===== config.mk =====
export PLATFORM = sky130hd
export DESIGN_NAME = tmap_ctrl
export DESIGN_NICKNAME = d
export VERILOG_FILES = /design/src/rtl/tmap_pkg.sv /design/src/rtl/tmap_ctrl.sv
export SDC_FILE = /design/constraint.sdc
export NUM_CORES = 1
export LEC_CHECK = 0
export ABC_AREA = 1
export BUFFER_PORTS_ARGS = -buffer_cell sky130_fd_sc_hd__buf_2
export CORE_UTILIZATION = 48
export DETAILED_ROUTE_END_ITERATION = 8
export GPL_TIMING_DRIVEN = 0
export PLACE_DENSITY = 0.89
export SLEW_MARGIN = 30
export SYNTH_ARGS = -nofsm -noshare
export SYNTH_HDL_FRONTEND = slang
export SYNTH_SLANG_ARGS = --single-unit

===== constraint.sdc =====
create_clock -name clk -period 1.4 [get_ports clk]
set_input_delay 0.14 -clock clk [delete_from_list [all_inputs] [get_ports clk]]
set_output_delay 0.14 -clock clk [all_outputs]
set_load 0.05 [all_outputs]

===== src/rtl/tmap_pkg.sv =====
// Shared types and constants for the tempo map position-to-time block.
package tmap_pkg;

  typedef enum logic [1:0] {
    OP_SET = 2'd0,
    OP_ADD = 2'd1,
    OP_FIN = 2'd2,
    OP_QRY = 2'd3
  } opcode_t;

  typedef enum logic [1:0] {
    ST_OK   = 2'd0,
    ST_FULL = 2'd1,
    ST_ZERO = 2'd2,
    ST_SAT  = 2'd3
  } status_t;

  // Divider geometry: span products are 56 bits, tempo is 18 bits
  localparam int DVD_W = 56;
  localparam int DVS_W = 18;

  typedef struct packed {
    logic    latch;
    logic    set_base;
    logic    div_pos;
    logic    pos_make;
    logic    k_init;
    logic    rd;
    logic    shift_wr;
    logic    ins_wr;
    logic    k_dec;
    logic    seg_rd;
    logic    mul;
    logic    div_span;
    logic    span_done;
    logic    out;
    status_t code;
  } cmd_t;

  typedef struct packed {
    opcode_t op;
    logic    sub_zero;
    logic    tempo_zero;
    logic    base_zero;
    logic    n_full;
    logic    k_zero;
    logic    k_end;
    logic    loc_gt;
    logic    seg_tempo_zero;
    logic    div_done;
  } sts_t;

endpackage


===== src/rtl/tmap_ctrl.sv =====
// Sequencer for set, insert, finalise and query words.
module tmap_ctrl (
  input  logic           clk,
  input  logic           rst,
  input  logic           start,
  output logic           busy,
  input  tmap_pkg::sts_t sts,
  output tmap_pkg::cmd_t cmd
);

  typedef enum logic [9:0] {
    S_IDLE = 10'b0000000001,
    S_DISP = 10'b0000000010,
    S_POS  = 10'b0000000100,
    S_SCAN = 10'b0000001000,
    S_CHK  = 10'b0000010000,
    S_MUL  = 10'b0000100000,
    S_SPAN = 10'b0001000000,
    S_WAIT = 10'b0010000000,
    S_FIN  = 10'b0100000000,
    S_DONE = 10'b1000000000
  } state_t;

  state_t state, state_next;

  assign busy = state != S_IDLE;

  always_ff @(posedge clk) begin
    if (rst) state <= S_IDLE;
    else     state <= state_next;
  end

  always_comb begin
    cmd        = '0;
    cmd.code   = tmap_pkg::ST_OK;
    state_next = state;
    case (state)
      S_IDLE: begin
        if (start) begin
          cmd.latch  = 1'b1;
          state_next = S_DISP;
        end
      end
      S_DISP: begin
        case (sts.op)
          tmap_pkg::OP_SET: begin
            cmd.out = 1'b1;
            if (sts.tempo_zero) cmd.code = tmap_pkg::ST_ZERO;
            else                cmd.set_base = 1'b1;
            state_next = S_IDLE;
          end
          tmap_pkg::OP_ADD: begin
            if (sts.sub_zero || sts.tempo_zero) begin
              cmd.out = 1'b1; cmd.code = tmap_pkg::ST_ZERO; state_next = S_IDLE;
            end else if (sts.n_full) begin
              cmd.out = 1'b1; cmd.code = tmap_pkg::ST_FULL; state_next = S_IDLE;
            end else begin
              cmd.div_pos = 1'b1; state_next = S_POS;
            end
          end
          tmap_pkg::OP_FIN: begin
            if (sts.base_zero) begin
              cmd.out = 1'b1; cmd.code = tmap_pkg::ST_ZERO; state_next = S_IDLE;
            end else begin
              cmd.k_init = 1'b1; state_next = S_FIN;
            end
          end
          default: begin
            if (sts.sub_zero) begin
              cmd.out = 1'b1; cmd.code = tmap_pkg::ST_ZERO; state_next = S_IDLE;
            end else begin
              cmd.div_pos = 1'b1; state_next = S_POS;
            end
          end
        endcase
      end
      S_POS: begin
        if (sts.div_done) begin
          cmd.pos_make = 1'b1;
          cmd.k_init   = 1'b1;
          state_next   = S_SCAN;
        end
      end
      S_SCAN: begin
        if (sts.k_zero) begin
          if (sts.op == tmap_pkg::OP_ADD) begin
            cmd.ins_wr = 1'b1; cmd.out = 1'b1; state_next = S_IDLE;
          end else begin
            state_next = S_MUL;
          end
        end else begin
          cmd.rd = 1'b1; state_next = S_CHK;
        end
      end
      S_CHK: begin
        if (sts.loc_gt) begin
          if (sts.op == tmap_pkg::OP_ADD) cmd.shift_wr = 1'b1;
          else                            cmd.k_dec = 1'b1;
          state_next = S_SCAN;
        end else if (sts.op == tmap_pkg::OP_ADD) begin
          cmd.ins_wr = 1'b1; cmd.out = 1'b1; state_next = S_IDLE;
        end else begin
          cmd.seg_rd = 1'b1; state_next = S_MUL;
        end
      end
      S_MUL: begin
        if (sts.seg_tempo_zero) begin
          cmd.out = 1'b1; cmd.code = tmap_pkg::ST_ZERO; state_next = S_IDLE;
        end else begin
          cmd.mul = 1'b1; state_next = S_SPAN;
        end
      end
      S_SPAN: begin
        cmd.div_span = 1'b1;
        state_next   = S_WAIT;
      end
      S_WAIT: begin
        if (sts.div_done) begin
          cmd.span_done = 1'b1;
          state_next    = (sts.op == tmap_pkg::OP_FIN) ? S_FIN : S_DONE;
        end
      end
      S_FIN: begin
        if (sts.k_end) begin
          cmd.out = 1'b1; state_next = S_IDLE;
        end else begin
          cmd.rd = 1'b1; state_next = S_MUL;
        end
      end
      S_DONE: begin
        cmd.out    = 1'b1;
        state_next = S_IDLE;
      end
      default: state_next = S_IDLE;
    endcase
  end

endmodule


==> flow_summary.toml, run 1 <==
[place]
dp_hpwl_um = 1950
routabilityCongestion = 0.9001
dp.cells = 195
place.port_buffers = 30

[cts]
cts_max_path_buffers = 2
cts_max_level = 1
numCtsBuffers = 3
cts_root_buf = "clkbuf_4"
cts.sinks = 10
hold_buffers = 0

[sta]
worst_endpoint_kind = "output port"
worst_endpoint = "cmd[2]"

[synthesis]
netlist_area_um2 = 842.1
synth_area_per_cell_um2 = 5.651
synth.distinct_cells = 19
ys_seq_elements = 10
seq_area_frac_synth_pct = 23.77
synth.net_count = 163
yosysWarningCount = 0
synthCells = 149

[run_status]
outcome = "did not finish"
error = "[ERROR DPL-0038] Utilization greater than 100%, impossible to legalize"
lastStage = "global routing (5_1_grt)"

[floorplan]
num_rows = 14
die_w_um = 43.89
die-height_um = 43.89
start_util_pct = 53.41
ios = 31

[global_routing]
grt_max_degree = 8
[synth_stat cells]
library cell	instances	share of area, %
nand2_1	34	15
nor2_1	31	14
inv_1	25	11
nand3_1	16	9.5
dfxtp_1	10	24
nand2_2	7	5.2
nor2_2	6	4.5
nor3_1	3	1.8
inv_2	2	0.89
nand2_4	2	2.7
nand4_1	2	1.5
nor2_4	2	2.7
o211ai_1	2	1.8
o21ai_0	2	1.2
nand3_2	1	1.2
nand3b_1	1	0.89
nor3b_1	1	0.89
nor4_1	1	0.74
or2_0	1	0.74
[stage by stage]
step                      worst slack [ns]  instance area, um2  setup TNS [ns]
after global placement             -0.2610                1152         -0.5349
after floorplan                   -0.08892               982.2         -0.1197
after detailed placement           -0.3023                1152         -0.8816
after CTS                          -0.4130                1478          -4.164
[logic make-up after synthesis]
logic type | count (synthesis) | synth area share [%]
and+or+nand+nor | 108 | 61.22
DFF | 10 | 23.77
buffers and inverters | 27 | 12.04
AOI/OAI and AO/OA | 4 | 2.971
[what timing repair did]
item,4_1_cts
endpoints found under the setup margin,19
setup buffers,10
pin swaps,13
resized for setup,68
==> run 2, diff against run 1 <==
--- a/config.mk
+++ b/config.mk
@@ -7,10 +7,11 @@
 export LEC_CHECK = 0
 export ABC_AREA = 1
 export BUFFER_PORTS_ARGS = -buffer_cell sky130_fd_sc_hd__buf_2
-export CORE_UTILIZATION = 48
+export CORE_AREA = 2 2 63 65
 export DETAILED_ROUTE_END_ITERATION = 8
+export DIE_AREA = 0 0 65 67
 export GPL_TIMING_DRIVEN = 0
-export PLACE_DENSITY = 0.89
+export PLACE_DENSITY_LB_ADDON = 0.15
 export SLEW_MARGIN = 30
 export SYNTH_ARGS = -nofsm -noshare
 export SYNTH_HDL_FRONTEND = slang
==> run 2 against run 1 <==
  * The flow now finishes, with violations (setup timing)
  * Synthesized cell count did not move
  * Area after synthesis did not move
==> flow_summary.toml, run 2 <==
[sta]
tightest_slew_ns = 0.3700
min_period_over_period_pct = 123.8
drv_slew = 0
fin_crit_ns = 1.733
post-route-worst-setup-slack_ns = -0.3332
relSlewSlack_pct = 75.27
finalClockSkew_ns = 0.004890
tns_ns = -4.144
max_clock_freq_mhz = 577.0
rsz0062_at_grt = "yes"
setup_viol = 25
hold_viol = 0

[critical_path]
worstSetupStartpointType = "flop"
critPathRequiredTime_ns = 1.26
cp_max_fo = 4
arrival_ns = 1.59
crit_type = "reg -> out"
worstRegToRegCells = 11
r2r_start = "state[1]$_SDFFE_PP0P_"
end_kind = "output port"
r2r_slack_ns = -0.09
r2r_end = "state[5]$_SDFFE_PP0P_"

[routing]
wire_per_inst_um = 11.50
first_iter_violations = 48
vias_per_cell = 4.389
ant_nets = 0
dr_wl_met3_um = 168
remaining_drc_errors = 0
top_layer = "met4"
wl_met2_um = 1447
vias = 1106
first_pass_iters = 4
wl_um = 2897
met1Wirelength_um = 1264

[final_layout]
largest_register_ffs = 10
drive_above_1_share_pct = 59.31
final_cell_mix = "23 x nand2_1, 21 x inv_1, 20 x nor2_1, 16 x buf_4"
nets = 219
antennaDiodeCount = 0
areaGrowthSynthToFinish_pct = 98.22
largest-register = "state"
largestRegisters = "state (10)"
final_util_pct = 46.29
layout_commonest_cell = "nand2_1"
regArea_um2 = 209.0
multi_input_area_um2 = 775.7
final_cells = 252
nFillCells = 360

[global_routing]
grt_use_total_pct = 13.25
grt_pass1_vias = 1020
grt_pass1_wl_um = 4498
antenna_found_initial = 0
grt_overflow_total = 0
grt_max_degree = 8

[worst_hold_path]
hold_start = "rst"
min_to = "state[9]$_SDFFE_PP0P_"
min_path_cells = 2
hp-class = "in -> reg"

[floorplan]
die_w_um = 65
start_util_pct = 23.35
die-height_um = 67
die-area_um2 = 4355
core-area_um2 = 3606
ios = 31
num_rows = 22

[synthesis]
synth.net_count = 163
yosysWarningCount = 0
yosysTopAreaCell = "dfxtp_1"
ys_seq_elements = 10
synth_top_flop_cell = "dfxtp_1"
netlist_area_um2 = 842.1
yosysMostFrequentCell = "nand2_1"
yosys-top-cells-count = "34 x nand2_1, 31 x nor2_1, 25 x inv_1, 16 x nand3_1, 10 x dfxtp_1"
synth_edf_count = 0
ys_top_cells_by_area = "dfxtp_1 24%, nand2_1 15%, nor2_1 14%, inv_1 11%, nand3_1 9.5%"
synth_top_area_share_pct = 23.77
seq_area_frac_synth_pct = 23.77
synthCells = 149
async_reset_ff_share_pct = 0
synth_area_per_cell_um2 = 5.651
synth.distinct_cells = 19

[power]
powerDensity_nw_per_um2 = 1202
internal-power_uw = 1100
p_sw_uw = 906.1
seq_power_share_pct = 18.2
p_leak_uw = 0.0008798
switching_share_pct = 45.16
p_clk_share_pct = 19.0
combPwrFrac_pct = 62.8
peakVddDrop_mv = 0.4315

[cts]
clkTransAtPathRegs_ns = 0.06
clock_latency_ns = 0.24
cts_max_level = 1
cts_root_buf = "clkbuf_8"
numCtsBuffers = 3
cts.sinks = 10
cts_max_path_buffers = 2
cts_tree = "built"
hold_buffers = 0

[run_status]
outcome = "finished with violations"
violations = "setup timing"

[place]
dp.cells = 227
dp_hpwl_um = 2064
routabilityCongestion = 0.7661
place.port_buffers = 30

[run]
drv_cap = 0
-- run 2: cell counts after synthesis --
No cell type changed its count.
-- run 2: repair_timing --
| item | 4_1_cts | 5_1_grt |
|---|---|---|
| gates resized for setup | 46 | 34 |
| setup endpoints to repair | 19 | 25 |
| cloned | 0 | 0 |
| setup buffers | 7 | 14 |
| pin swaps | 7 | 19 |
-- run 2: through the flow --
stage	total power, uW	setup WS [ns]	area (um2)	hold WS (ns)
after detailed placement	1202	-0.3115	1192	0.3683
after global routing	2120	-0.4057	1669	0.1114
after floorplan	1040	-0.08892	982.2	0.2041
after global placement	1197	-0.3149	1192	0.3715
after CTS	1708	-0.3513	1451	0.1134
final	2006	-0.3332	1669	0.1091
-- run 2: critical path, cell delays in order, from the launching register on --
cell	delay, ns
dfxtp_2	0.33
nor2_2	0.17
nand2_2	0.11
nor2_4	0.16
buf_6	0.13
nand2_4	0.07
nor3b_4	0.19
buf_6	0.18
-- run 2: worst max path at each step --
stage,end,from,cells past startpoint,slack (ns)
CTS,cmd[2],state[1]$_SDFFE_PP0P_,10,-0.35
floorplan,cmd[14],state[1]$_SDFFE_PP0P_,5,-0.09
global route,cmd[2],state[1]$_SDFFE_PP0P_,10,-0.41
detailed placement,cmd[2],state[7]$_SDFFE_PP0P_,10,-0.31
finish,cmd[7],state[1]$_SDFFE_PP0P_,7,-0.33
global placement,cmd[2],state[4]$_SDFFE_PP0P_,10,-0.31
-- run 2: area by class of cell --
type	instances	share of cell area, %
clock buffer	4	3.298
inverter	27	6.072
multi-input combinational	112	46.48
sequential	10	12.52
tap	48	3.598
timing repair buffer	51	28.04
-- run 2: kinds of logic (layout without fill, tap and decap cells) --
group                  after synthesis  in the layout  synth area share, %
AO/OA/AOI/OAI                        4              4                2.971
flip-flops                          10             10                23.77
AND/OR/NAND/NOR                    108            108                61.22
buffers and inverters               27             82                12.04
-- run 2: metal layers --
metal  vias to the layer above  GRT usage, %
met1                       503         16.35
met2                        31         22.04
met3                         2         3.041
met4                         0         5.585
li1                        570             -
met5                         -             0
-- run 2: power by group through the flow --
stage	logic [uW]	registers [uW]	clock network, uW
after floorplan	683	357	0
after detailed placement	838	364	0
after global placement	836	361	0
after global routing	1350	370	401
after CTS	968	361	379
final	1260	366	381
No activity file was read; power rests on OpenSTA's default activity.
